$ cat src/hw/rtl/ssev_pkg.sv
// Shared types and constants for the sprite scanline evaluation block.
// Used by ssev_front, ssev_oam, ssev_back and sprite_scanline_evaluation.
`timescale 1ns / 1ps

package ssev_pkg;

    // Attribute memory geometry: 256 bytes in four byte-wide banks of 64 rows
    localparam int BANKS     = 4;
    localparam int ROW_W     = 6;
    localparam int MAX_OUT   = 8;

    localparam logic [7:0]  EMPTY_BYTE   = 8'hFF;
    localparam logic [7:0]  SHORT_HEIGHT = 8'h08;
    localparam logic [7:0]  TALL_HEIGHT  = 8'h10;
    localparam int          FLIP_BIT     = 7;
    localparam logic [5:0]  ROW_LAST     = 6'h3F;

    typedef logic [ROW_W-1:0] row_t;
    typedef logic [7:0]       byte_t;

    // Input item kinds
    typedef enum logic [0:0] {
        CMD_WRITE = 1'b0,
        CMD_EVAL  = 1'b1
    } cmd_kind_t;

    // Configuration register indexes
    typedef enum logic [0:0] {
        CFG_TALL_SPRITES = 1'b0,
        CFG_TABLE_HIGH   = 1'b1
    } cfg_reg_t;

    // One queued command
    typedef struct packed {
        cmd_kind_t  kind;
        byte_t      index;
        byte_t      data;
        logic [8:0] line;
    } cmd_t;

    // Queue control from the back part
    typedef struct packed {
        logic pop;
        logic hold;
    } front_ctrl_t;

    // Attribute memory write port
    typedef struct packed {
        logic [BANKS-1:0] en;
        row_t             row;
        byte_t            data;
    } oam_wr_t;

    // Attribute memory read port, one row per bank
    typedef struct packed {
        logic                   en;
        logic [BANKS-1:0][ROW_W-1:0] row;
    } oam_rd_t;

    // Back part sequencer states
    typedef enum logic [1:0] {
        ST_CLEAR,
        ST_IDLE,
        ST_SCAN,
        ST_EMIT
    } back_state_t;

endpackage

$ cat src/hw/rtl/ssev_front.sv
// Front part: accepts input beats, classifies them into commands and
// queues them for the back part. Depends on ssev_pkg.
`timescale 1ns / 1ps

module ssev_front
(
    input  logic                  clk,
    input  logic                  rst_n,
    input  logic                  in_valid,
    output logic                  in_ready,
    input  logic                  kind,
    input  logic [7:0]            oam_index,
    input  logic [7:0]            oam_data,
    input  logic [8:0]            line_number,
    input  ssev_pkg::front_ctrl_t ctrl,
    output logic                  cmd_valid,
    output ssev_pkg::cmd_t        cmd
);

    ssev_pkg::cmd_t q_reg [2];
    logic           wr_ptr_reg;
    logic           rd_ptr_reg;
    logic [1:0]     cnt_reg;
    ssev_pkg::cmd_t cmd_in;
    logic           push;
    logic           pop;

    // Classify the incoming beat
    always_comb
    begin
        cmd_in.kind  = ssev_pkg::cmd_kind_t'(kind);
        cmd_in.index = oam_index;
        cmd_in.data  = oam_data;
        cmd_in.line  = line_number;
    end

    assign in_ready  = (cnt_reg != 2'd2) && !ctrl.hold;
    assign push      = in_valid && in_ready;
    assign pop       = ctrl.pop && (cnt_reg != 2'd0);
    assign cmd_valid = (cnt_reg != 2'd0);
    assign cmd       = q_reg[rd_ptr_reg];

    // Store queued commands
    always_ff @(posedge clk)
    begin
        if (push)
        begin
            q_reg[wr_ptr_reg] <= cmd_in;
        end
    end

    // Advance pointers and fill count
    always_ff @(posedge clk or negedge rst_n)
    begin
        if (!rst_n)
        begin
            wr_ptr_reg <= 1'b0;
            rd_ptr_reg <= 1'b0;
            cnt_reg    <= 2'd0;
        end
        else
        begin
            if (push)
            begin
                wr_ptr_reg <= ~wr_ptr_reg;
            end
            if (pop)
            begin
                rd_ptr_reg <= ~rd_ptr_reg;
            end
            if (push && !pop)
            begin
                cnt_reg <= cnt_reg + 2'd1;
            end
            else if (pop && !push)
            begin
                cnt_reg <= cnt_reg - 2'd1;
            end
        end
    end

endmodule

$ cat src/hw/rtl/ssev_oam.sv
// Sprite attribute memory: four byte-wide banks of 64 rows, one write port,
// one registered read of all four banks per cycle. Depends on ssev_pkg.
`timescale 1ns / 1ps

module ssev_oam
(
    input  logic                                  clk,
    input  ssev_pkg::oam_wr_t                     wr,
    input  ssev_pkg::oam_rd_t                     rd,
    output logic [ssev_pkg::BANKS-1:0][7:0]       rdata
);

    localparam int DEPTH = 1 << ssev_pkg::ROW_W;

    for (genvar b = 0; b < ssev_pkg::BANKS; b++)
    begin : g_bank
        logic [7:0] mem [DEPTH];

        // Write and read one bank
        always_ff @(posedge clk)
        begin
            if (wr.en[b])
            begin
                mem[wr.row] <= wr.data;
            end
            if (rd.en)
            begin
                rdata[b] <= mem[rd.row[b]];
            end
        end
    end

endmodule

$ cat src/hw/rtl/ssev_back.sv
// Back part: clears the attribute memory after reset, carries out writes,
// scans entries into slots and emits one beat per slot.
// Depends on ssev_pkg; drives ssev_oam and pops ssev_front.
`timescale 1ns / 1ps

module ssev_back
#(
    parameter int SPRITE_COUNT = 64,
    parameter int SLOT_COUNT   = 8
)
(
    input  logic                                  clk,
    input  logic                                  rst_n,
    input  logic                                  cmd_valid,
    input  ssev_pkg::cmd_t                        cmd,
    output ssev_pkg::front_ctrl_t                 ctrl,
    input  logic                                  tall,
    input  logic                                  table_high,
    output ssev_pkg::oam_wr_t                     oam_wr,
    output ssev_pkg::oam_rd_t                     oam_rd,
    input  logic [ssev_pkg::BANKS-1:0][7:0]       oam_rdata,
    output logic                                  out_valid,
    input  logic                                  out_ready,
    output logic [2:0]                            slot,
    output logic [12:0]                           pattern_addr,
    output logic [7:0]                            sprite_attr,
    output logic [7:0]                            sprite_x,
    output logic                                  overflow,
    output logic                                  last
);

    localparam int OUT_COUNT = (SLOT_COUNT < ssev_pkg::MAX_OUT) ? SLOT_COUNT
                                                                : ssev_pkg::MAX_OUT;
    localparam int NW  = $clog2(SPRITE_COUNT + 1);
    localparam int FW  = $clog2(SLOT_COUNT + 1);
    localparam int SIW = (OUT_COUNT > 1) ? $clog2(OUT_COUNT) : 1;

    ssev_pkg::back_state_t state_reg;
    ssev_pkg::back_state_t state_next;

    logic [NW-1:0]   issue_n_reg;
    logic            pend_reg;
    logic [1:0]      pend_m_reg;
    logic [1:0]      m_reg;
    logic [FW-1:0]   found_reg;
    logic [8:0]      line_reg;
    logic            overflow_reg;
    ssev_pkg::row_t  clr_row_reg;
    logic [SIW-1:0]  emit_reg;

    logic [7:0] slot_y_reg    [OUT_COUNT];
    logic [7:0] slot_tile_reg [OUT_COUNT];
    logic [7:0] slot_attr_reg [OUT_COUNT];
    logic [7:0] slot_x_reg    [OUT_COUNT];

    logic        out_valid_reg;
    logic [2:0]  slot_reg;
    logic [12:0] addr_reg;
    logic [7:0]  attr_o_reg;
    logic [7:0]  x_o_reg;
    logic        ovf_o_reg;
    logic        last_reg;

    // Scan datapath
    logic [7:0]  ent_y;
    logic [7:0]  ent_tile;
    logic [7:0]  ent_attr;
    logic [7:0]  ent_x;
    logic [7:0]  height;
    logic [9:0]  y_end;
    logic        hit;
    logic        full;
    logic        stop;
    logic        more;
    logic [1:0]  m_next;
    logic        slot_wr;

    // Control strobes
    logic        start_eval;
    logic        issue;
    logic        load;
    logic        emit_last;

    // Emit datapath
    logic [7:0]  e_y;
    logic [7:0]  e_tile;
    logic [7:0]  e_attr;
    logic [7:0]  off;
    logic [7:0]  off_f;
    logic [12:0] addr_calc;

    // Pick the entry bytes out of the rotated bank read
    always_comb
    begin
        ent_y    = oam_rdata[pend_m_reg];
        ent_tile = oam_rdata[2'(pend_m_reg + 2'd1)];
        ent_attr = oam_rdata[2'(pend_m_reg + 2'd2)];
        ent_x    = oam_rdata[2'(pend_m_reg + 2'd3)];
        height   = tall ? ssev_pkg::TALL_HEIGHT : ssev_pkg::SHORT_HEIGHT;
        y_end    = {2'b00, ent_y} + {2'b00, height};
        hit      = ({1'b0, line_reg} >= {2'b00, ent_y}) && ({1'b0, line_reg} < y_end);
        full     = (found_reg >= FW'(SLOT_COUNT));
        stop     = pend_reg && hit && full;
        more     = (issue_n_reg != NW'(SPRITE_COUNT));
        // Step the byte offset on each miss once the slots are full
        m_next   = (pend_reg && !hit && full) ? 2'(m_reg + 2'd1) : m_reg;
        slot_wr  = pend_reg && !full && (found_reg < FW'(OUT_COUNT));
    end

    // Next state
    always_comb
    begin
        state_next = state_reg;
        case (state_reg)
            ssev_pkg::ST_CLEAR:
            begin
                if (clr_row_reg == ssev_pkg::ROW_LAST)
                begin
                    state_next = ssev_pkg::ST_IDLE;
                end
            end
            ssev_pkg::ST_IDLE:
            begin
                if (cmd_valid && (cmd.kind == ssev_pkg::CMD_EVAL))
                begin
                    state_next = ssev_pkg::ST_SCAN;
                end
            end
            ssev_pkg::ST_SCAN:
            begin
                if (stop || !more)
                begin
                    state_next = ssev_pkg::ST_EMIT;
                end
            end
            ssev_pkg::ST_EMIT:
            begin
                if (load && emit_last)
                begin
                    state_next = ssev_pkg::ST_IDLE;
                end
            end
            default:
            begin
                state_next = ssev_pkg::ST_IDLE;
            end
        endcase
    end

    // Control outputs per state
    always_comb
    begin
        ctrl.pop    = 1'b0;
        ctrl.hold   = 1'b0;
        start_eval  = 1'b0;
        issue       = 1'b0;
        load        = 1'b0;
        oam_wr.en   = '0;
        oam_wr.row  = ssev_pkg::row_t'(cmd.index[7:2]);
        oam_wr.data = cmd.data;
        case (state_reg)
            ssev_pkg::ST_CLEAR:
            begin
                ctrl.hold   = 1'b1;
                oam_wr.en   = '1;
                oam_wr.row  = clr_row_reg;
                oam_wr.data = ssev_pkg::EMPTY_BYTE;
            end
            ssev_pkg::ST_IDLE:
            begin
                ctrl.pop = cmd_valid;
                if (cmd_valid && (cmd.kind == ssev_pkg::CMD_WRITE))
                begin
                    oam_wr.en = ssev_pkg::BANKS'(1) << cmd.index[1:0];
                end
                start_eval = cmd_valid && (cmd.kind == ssev_pkg::CMD_EVAL);
            end
            ssev_pkg::ST_SCAN:
            begin
                issue = !stop && more;
            end
            ssev_pkg::ST_EMIT:
            begin
                load = !out_valid_reg || out_ready;
            end
            default:
            begin
                ctrl.hold = 1'b0;
            end
        endcase
    end

    // Read address: entry n starts at byte 4n plus the current offset
    always_comb
    begin
        oam_rd.en = issue;
        for (int b = 0; b < ssev_pkg::BANKS; b++)
        begin
            oam_rd.row[b] = ssev_pkg::row_t'(issue_n_reg)
                          + ssev_pkg::row_t'((2'(b) < m_next) ? 1'b1 : 1'b0);
        end
    end

    assign emit_last = (emit_reg == SIW'(OUT_COUNT - 1));

    // Slot to result conversion
    always_comb
    begin
        e_y    = slot_y_reg[emit_reg];
        e_tile = slot_tile_reg[emit_reg];
        e_attr = slot_attr_reg[emit_reg];
        off    = 8'(line_reg[7:0] - e_y);
        off_f  = e_attr[ssev_pkg::FLIP_BIT] ? 8'(height - 8'd1 - off) : off;
        if (tall)
        begin
            addr_calc = {e_tile[0], e_tile[7:1], (off_f >= 8'd8), 1'b0, off_f[2:0]};
        end
        else
        begin
            addr_calc = {table_high, e_tile, 1'b0, off_f[2:0]};
        end
    end

    // Sequencer control registers
    always_ff @(posedge clk or negedge rst_n)
    begin
        if (!rst_n)
        begin
            state_reg    <= ssev_pkg::ST_CLEAR;
            clr_row_reg  <= '0;
            issue_n_reg  <= '0;
            pend_reg     <= 1'b0;
            pend_m_reg   <= 2'd0;
            m_reg        <= 2'd0;
            found_reg    <= '0;
            overflow_reg <= 1'b0;
            emit_reg     <= '0;
        end
        else
        begin
            state_reg <= state_next;
            if (state_reg == ssev_pkg::ST_CLEAR)
            begin
                clr_row_reg <= ssev_pkg::row_t'(clr_row_reg + 1'b1);
            end
            if (start_eval)
            begin
                issue_n_reg <= '0;
                pend_reg    <= 1'b0;
                m_reg       <= 2'd0;
                found_reg   <= '0;
            end
            else if (state_reg == ssev_pkg::ST_SCAN)
            begin
                pend_reg   <= issue;
                pend_m_reg <= m_next;
                m_reg      <= m_next;
                if (issue)
                begin
                    issue_n_reg <= NW'(issue_n_reg + 1'b1);
                end
                if (pend_reg && hit && !full)
                begin
                    found_reg <= FW'(found_reg + 1'b1);
                end
                if (stop)
                begin
                    overflow_reg <= 1'b1;
                end
            end
            if (load)
            begin
                emit_reg <= emit_last ? '0 : SIW'(emit_reg + 1'b1);
            end
        end
    end

    // Slot bytes and scanline
    always_ff @(posedge clk)
    begin
        if (start_eval)
        begin
            line_reg <= cmd.line;
            for (int i = 0; i < OUT_COUNT; i++)
            begin
                slot_y_reg[i]    <= ssev_pkg::EMPTY_BYTE;
                slot_tile_reg[i] <= ssev_pkg::EMPTY_BYTE;
                slot_attr_reg[i] <= ssev_pkg::EMPTY_BYTE;
                slot_x_reg[i]    <= ssev_pkg::EMPTY_BYTE;
            end
        end
        else if ((state_reg == ssev_pkg::ST_SCAN) && slot_wr)
        begin
            slot_y_reg[found_reg[SIW-1:0]] <= ent_y;
            if (hit)
            begin
                slot_tile_reg[found_reg[SIW-1:0]] <= ent_tile;
                slot_attr_reg[found_reg[SIW-1:0]] <= ent_attr;
                slot_x_reg[found_reg[SIW-1:0]]    <= ent_x;
            end
        end
    end

    // Output register valid
    always_ff @(posedge clk or negedge rst_n)
    begin
        if (!rst_n)
        begin
            out_valid_reg <= 1'b0;
        end
        else if (load)
        begin
            out_valid_reg <= 1'b1;
        end
        else if (out_ready)
        begin
            out_valid_reg <= 1'b0;
        end
    end

    // Output register payload
    always_ff @(posedge clk)
    begin
        if (load)
        begin
            slot_reg   <= 3'(emit_reg);
            addr_reg   <= addr_calc;
            attr_o_reg <= e_attr;
            x_o_reg    <= slot_x_reg[emit_reg];
            ovf_o_reg  <= overflow_reg;
            last_reg   <= emit_last;
        end
    end

    assign out_valid    = out_valid_reg;
    assign slot         = slot_reg;
    assign pattern_addr = addr_reg;
    assign sprite_attr  = attr_o_reg;
    assign sprite_x     = x_o_reg;
    assign overflow     = ovf_o_reg;
    assign last         = last_reg;

endmodule

$ cat src/hw/rtl/sprite_scanline_evaluation.sv
// Sprite scanline evaluation: after reset the 256-byte attribute memory is
// filled with 0xFF row by row, and no input beat is taken until that pass
// ends. A write beat is then carried out by the back part from its idle
// state. An evaluate beat scans one entry per cycle through a four-bank
// memory that returns a whole four-byte entry per read, and then yields
// one result beat per slot. The scan stops early when the overflow entry
// is found. Up to two beats queue in front of the back part, and the
// result register lets the next beat be queued while a result waits.
// Depends on ssev_pkg and its modules.
`timescale 1ns / 1ps

module sprite_scanline_evaluation
#(
    parameter int SPRITE_COUNT = 64,
    parameter int SLOT_COUNT   = 8
)
(
    input  logic        clk,
    input  logic        rst_n,
    input  logic        in_valid,
    output logic        in_ready,
    input  logic        kind,
    input  logic [7:0]  oam_index,
    input  logic [7:0]  oam_data,
    input  logic [8:0]  line_number,
    output logic        out_valid,
    input  logic        out_ready,
    output logic [2:0]  slot,
    output logic [12:0] pattern_addr,
    output logic [7:0]  sprite_attr,
    output logic [7:0]  sprite_x,
    output logic        overflow,
    output logic        last,
    input  logic        cfg_valid,
    output logic        cfg_ready,
    input  logic [0:0]  cfg_index,
    input  logic        cfg_data
);

    logic                                 tall_reg;
    logic                                 table_high_reg;
    ssev_pkg::front_ctrl_t                ctrl;
    logic                                 cmd_valid;
    ssev_pkg::cmd_t                       cmd;
    ssev_pkg::oam_wr_t                    oam_wr;
    ssev_pkg::oam_rd_t                    oam_rd;
    logic [ssev_pkg::BANKS-1:0][7:0]      oam_rdata;

    assign cfg_ready = 1'b1;

    // Hold configuration registers
    always_ff @(posedge clk or negedge rst_n)
    begin
        if (!rst_n)
        begin
            tall_reg       <= 1'b0;
            table_high_reg <= 1'b0;
        end
        else if (cfg_valid)
        begin
            if (cfg_index == ssev_pkg::CFG_TALL_SPRITES)
            begin
                tall_reg <= cfg_data;
            end
            if (cfg_index == ssev_pkg::CFG_TABLE_HIGH)
            begin
                table_high_reg <= cfg_data;
            end
        end
    end

    ssev_front u_front
    (
        .clk         (clk),
        .rst_n       (rst_n),
        .in_valid    (in_valid),
        .in_ready    (in_ready),
        .kind        (kind),
        .oam_index   (oam_index),
        .oam_data    (oam_data),
        .line_number (line_number),
        .ctrl        (ctrl),
        .cmd_valid   (cmd_valid),
        .cmd         (cmd)
    );

    ssev_oam u_oam
    (
        .clk   (clk),
        .wr    (oam_wr),
        .rd    (oam_rd),
        .rdata (oam_rdata)
    );

    ssev_back
    #(
        .SPRITE_COUNT (SPRITE_COUNT),
        .SLOT_COUNT   (SLOT_COUNT)
    )
    u_back
    (
        .clk          (clk),
        .rst_n        (rst_n),
        .cmd_valid    (cmd_valid),
        .cmd          (cmd),
        .ctrl         (ctrl),
        .tall         (tall_reg),
        .table_high   (table_high_reg),
        .oam_wr       (oam_wr),
        .oam_rd       (oam_rd),
        .oam_rdata    (oam_rdata),
        .out_valid    (out_valid),
        .out_ready    (out_ready),
        .slot         (slot),
        .pattern_addr (pattern_addr),
        .sprite_attr  (sprite_attr),
        .sprite_x     (sprite_x),
        .overflow     (overflow),
        .last         (last)
    );

endmodule

$ cat config.mk
export PLATFORM = sky130hd
export DESIGN_NAME = sprite_scanline_evaluation
export DESIGN_NICKNAME = d
export VERILOG_FILES = /design/src/hw/rtl/ssev_pkg.sv /design/src/hw/rtl/ssev_front.sv /design/src/hw/rtl/ssev_oam.sv /design/src/hw/rtl/ssev_back.sv /design/src/hw/rtl/sprite_scanline_evaluation.sv
export SDC_FILE = /design/constraint.sdc
export NUM_CORES = 2
export LEC_CHECK = 0
export BUFFER_PORTS_ARGS = -buffer_cell sky130_fd_sc_hd__buf_4
export CORE_MARGIN = 2
export CORE_UTILIZATION = 50
export DETAILED_ROUTE_END_ITERATION = 6
export PLACE_DENSITY_LB_ADDON = 0.08
export REMOVE_ABC_BUFFERS = 1
export SLEW_MARGIN = 20
export SYNTH_ARGS = -nofsm -noshare
export SYNTH_HDL_FRONTEND = slang
export SYNTH_HIERARCHICAL = 1
export SYNTH_SLANG_ARGS = --single-unit
$ cat constraint.sdc
create_clock -name clk -period 10.8 [get_ports clk]
set_clock_uncertainty 0.05 [all_clocks]
set_input_delay 1.08 -clock clk [delete_from_list [all_inputs] [get_ports clk]]
set_output_delay 1.08 -clock clk [all_outputs]
set_load 0.005 [all_outputs]
# Word level (Yosys, flattened, before mapping)
# Memory sizes are Yosys's and may differ from the RTL's. A register that Yosys moved wholly into a read port is not among the register bits.
# Index checks and enable logic that the tools add are counted.
[totals]
input_bits = 33
ramBits = 2356
ff_bits = 70
n_memories = 9
[classes]
n_eq_ne = 11
reduce_logical = 46
bitwise_logic = 5
n_addsub = 18
order_cmp = 13
mux = 75
n_shift = 1
[memory_table]
columns = ["name", "depth", "width", "rd", "rd_clocked_by_memory_dff", "wr", "line_no", "source"]
rows = [
  ["u_oam.g_bank[0].mem", 64, 8, 1, 1, 1, "ssev_oam.sv:17", "logic [7:0] mem [DEPTH];"],
  ["u_oam.g_bank[1].mem", 64, 8, 1, 1, 1, "ssev_oam.sv:17", ""],
  ["u_oam.g_bank[2].mem", 64, 8, 1, 1, 1, "ssev_oam.sv:17", ""],
  ["u_oam.g_bank[3].mem", 64, 8, 1, 1, 1, "ssev_oam.sv:17", ""],
  ["u_back.slot_attr_reg", 8, 8, 1, 0, 8, "ssev_back.sv:53", "logic [7:0] slot_attr_reg [OUT_COUNT];"],
  ["u_back.slot_tile_reg", 8, 8, 1, 0, 8, "ssev_back.sv:52", "logic [7:0] slot_tile_reg [OUT_COUNT];"],
  ["3 more memories", "-", "-", "-", "-", "-", "-", ""],
]
[op_table]
columns = ["operator", "n"]
rows = [
  ["$mux W8", 9],
  ["$bmux W8 S2", 4],
  ["$mux W1", 36],
  ["$reduce_or A8 Y1", 4],
  ["$add A6 B6 Y6", 4],
  ["$mux W7", 3],
  ["$logic_and A1 B1 Y1", 18],
  ["$mux W2", 9],
  ["$mux W4", 4],
  ["$sub A8 B8 Y8", 2],
  ["$mux W3", 5],
  ["$mux W14", 1],
  ["$mux W13", 1],
  ["$lt A2 B3 Y1 const B", 4],
  ["$reduce_bool A2 Y1", 6],
  ["$lt A9 B10 Y1", 1],
  ["$reduce_and A2 Y1", 5],
  ["$add A8 B8 Y9", 1],
  ["$ge A9 B8 Y1", 1],
  ["$ge A8 B4 Y1 const B", 1],
  ["$logic_not A1 Y1", 8],
  ["$ne A2 B1 Y1 const B", 4],
  ["$pmux W2 S4", 1],
  ["$pmux W4 S2", 1],
  ["25 further kinds", 36],
]

# Depth between registers and ports, before layout
[depth]
ltp_word = 13
ltp_mapped = 32

# Modules after synthesis
# Netlist, hierarchy kept.
[by_module_without_submodules]
columns = ["module", "cells_each", "area_per_inst_um2", "instances"]
rows = [
  ["ssev_oam", 3612, 80995.2, 1],
  ["ssev_back", 1179, 15818.9, 1],
  ["ssev_front", 99, 2098.3, 1],
  ["sprite_scanline_evaluation", 8, 97.6, 1],
]

# Worst setup path before layout
# Ideal clock, no wire load.
[synth_timing]
path_type = "register to register"
startpoint = "reg u_back.pend_m_reg[1]"
endpoint = "reg u_oam/rdata[5] (netlist name), read port of u_oam.g_bank[0].mem, data pin"
n_path_buf = 7
arrival_ps = 5883
path_slack_ps = 4593
stages_incl_launch_ff = 31
period_less_slack_ps = 6207
cell_sequence = "dfrtp_1 clkbuf_1 buf_2 buf_2 mux2i_1 nand2_1 o21ai_1 inv_1 ha_1 a21oi_1 nor2_1 xor2_1 ha_1 o21ai_1 nand2b_1 a21oi_1 a31o_2 o21a_1 buf_2 o31ai_1 o21ai_0 ha_1 ha_1 buf_2 buf_1 buf_2 mux4_2 mux2i_1 mux2i_1 mux2i_1 mux2i_1"
[synth_rtl]
columns = ["element", "line_no", "source"]
rows = [
  ["start, declared", "ssev_back.sv:43", "logic [1:0] pend_m_reg;"],
  ["start signal, assigned", "ssev_back.sv:256", "pend_m_reg <= m_next;"],
  ["end, declared", "ssev_oam.sv:10", "output logic [ssev_pkg::BANKS-1:0][7:0] rdata"],
]

==> flow_metrics.tcl <==
set metrics [dict create \
    dieHeight_um 449 \
    place_ws_ps 2120 \
    largest_reg_flops 2048 \
    gp_congestion 0.797 \
    ys_seq_elements 2465 \
    r2r_cells 25 \
    cp.arrival_ps 9510 \
    fin_ws_ps 1970 \
    setup_violations 0 \
    mostFrequentLayoutCell "edfxtp_1" \
    post_cts_buffers 0 \
    cp_slowest_cell "o31ai_1" \
    rows 163 \
    antenna_found_initial 39 \
    grt_overflow 0 \
    finalCritPeriodShare_pct 81.7 \
    fin_tns_setup_ps 0 \
    clk_path_buf_depth 4 \
    die_area_mm2 0.202 \
    tightest_slew_ps 1290 \
    cts_resized 0 \
    worstPathMaxFanout 45 \
    die_x_um 449 \
    drive_above_1_share_pct 25.7 \
    cts_made_buffers 278 \
    leakage_nw 33.3 \
    ant_nets 0 \
    relSlewSlack_pct 14.1 \
    async_reset_ff_share_pct 1.42 \
    start_util_pct 50.3 \
    drv_slew 0 \
    syn_area_mm2 0.0990 \
    core-area_mm2 0.197 \
    synthFlopType "edfxtp_1" \
    rsz0062_at_grt "false" \
    area_growth_pct 12.4 \
    syn_inst 4898 \
    clock_latency_ps 930 \
    ys_seq_area_share_pct 74.6 \
    drc 0 \
    dr_total_vias 48500 \
    cts_tree "done" \
    worst_ep_required_time_ps 11480 \
    finalCriticalPeriod_ps 8830 \
    synth_edf_count 2430 \
    cts_root_buf "clkbuf_16" \
    cts.sinks 2465 \
    clkTransAtPathRegs_ps 60 \
    dr.pass1.iters 6 \
    outcome "finished, final reports clean" \
    slowest_delay_ps 950 \
    maxClockFrequency_ghz 0.113 \
    dpl.hpwl_um 153000 \
    max_flop_register "u_oam/g_bank.mem" \
    wirelength_um 251000 \
    viasPerCell 6.08 \
    worstSetupPathType "reg -> reg" \
    yosysUniqueCellTypes 76 \
    avgSynthCellArea_um2 20.2 \
    yosysWarnings 6 \
    hold_violations 0 \
    pwr_density_cell_mw_per_mm2 261 \
    grt_pass1_vias 48400 \
    grt_max_degree 187 \
    h-tree-depth 5 \
    cp-end-kind "flip-flop" \
    drtIter0Drc 5404 \
    grt_pass1_wl_um 360000 \
    worstHoldPathType "in -> async" \
    wl_per_cell_um 31.5 \
    nNetsFinal 5150 \
    reg2reg_setup_slack_ps 1970 \
    total_power_mw 29.1 \
    ctsHoldBuffers 0 \
    pin_count 70 \
    io_buffers 67 \
    maxCapViolCount 0 \
    start_kind "flip-flop" \
    cpMostUsedCell "nand2_1" \
    fin_util_pct 56.5 \
    grt.total_usage_pct 24.9 \
    final_cell_mix "edfxtp_1, mux4_2, nand2_1" \
    ir_drop_uv 210 \
]
synthesized netlist by cell type, drive strengths merged, types with 12 or more instances:
cell type / instances / area, µm²
edfxtp: 2430 / 73000
mux4: 611 / 13800
nand2: 368 / 1380
and2: 264 / 1650
buf: 161 / 905
clkbuf: 138 / 519
mux2i: 134 / 1350
mux2: 117 / 1330
nor2: 93 / 349
o22ai: 52 / 325
o21ai: 49 / 253
ha: 44 / 551
a21oi: 35 / 175
dfrtp: 35 / 876
inv: 35 / 131
a211oi: 30 / 225
or2: 27 / 169
nand3: 22 / 110
o211ai: 19 / 143
xnor2: 19 / 166
nor2b: 18 / 115
o221ai: 18 / 158
nor3: 17 / 105
nand2b: 16 / 100
a31o: 14 / 123
xor2: 14 / 123
a31oi: 12 / 81.3
and3: 12 / 75.1
logic make-up (layout without fill, tap and decap cells):
| family | count (synthesis) | in the layout | synth area share, % |
|---|---|---|---|
| compound gates | 279 | 279 | 1.93 |
| xor+xnor | 33 | 33 | 0.292 |
| fa+ha+maj | 46 | 46 | 0.596 |
| buf+inv | 335 | 699 | 1.57 |
| flops | 2465 | 2465 | 74.6 |
| mux | 862 | 862 | 16.6 |
| other cells | 2 | 73 | 0.00759 |
| simple gates | 876 | 876 | 4.41 |
stage by stage:
| stage | std cells | hold slack (ps) | cell area [µm²] |
|---|---|---|---|
| after floorplan | 4599 | 377 | 97600 |
| after global placement | 7430 | 417 | 103000 |
| after detailed placement | 7430 | 431 | 103000 |
| after CTS | 7901 | 61.9 | 111000 |
| after global routing | 7912 | 116 | 111000 |
| final | 7973 | 120 | 111000 |
routing by layer:
layer | vias to the layer above | routed length (µm) | track usage [%]
met3 | 384 | 18500 | 4.44
met5 | - | 13 | 0
li1 | 20300 | - | -
met4 | 2 | 6210 | 6.79
met2 | 1958 | 119000 | 38.6
met1 | 25800 | 107000 | 36.8
report_power, final:
group          total, mW  switching (mW)  internal, mW  leakage [nW]
Combinational       7.54            5.01          2.54          7.84
Clock               8.78            3.63          5.14          4.06
Sequential          12.8           0.330          12.5          21.4
layout make-up:
class                   count  area (µm²)
diodes                     71         178
clock buffers             351        7380
clock inverters           120         952
fillers                 14900       85700
inverters                  36         135
multi-input cells        2098       23900
flip-flops and latches   2465       73900
well taps                2640        3300
repair buffers            192        1590
worst paths after layout:
path,from,endpoint
setup / recovery,u_back/pend_m_reg[1],u_oam/rdata[13]
hold / removal,rst_n,u_back/issue_n_reg[1]
setup reg to reg,u_back/pend_m_reg[1],u_oam/rdata[13]
hold reg to reg,u_front/cnt_reg[1],u_front/cnt_reg[1]
max in group asynchronous,rst_n,u_back/issue_n_reg[2]
min in group clk,oam_data[4],u_front/q_reg[0][13]
worst max-delay path, delay by kind of cell (launching register included):
kind	cells	cell delay [ps]
AO/OA/AOI/OAI	9	3220
multiplexers	1	280
flip-flops	1	770
adder cells (fa/ha/maj)	5	1460
XOR/XNOR	1	130
AND/OR/NAND/NOR	5	1490
buffers and inverters	4	1170
No activity file was read; power rests on OpenSTA's default activity.
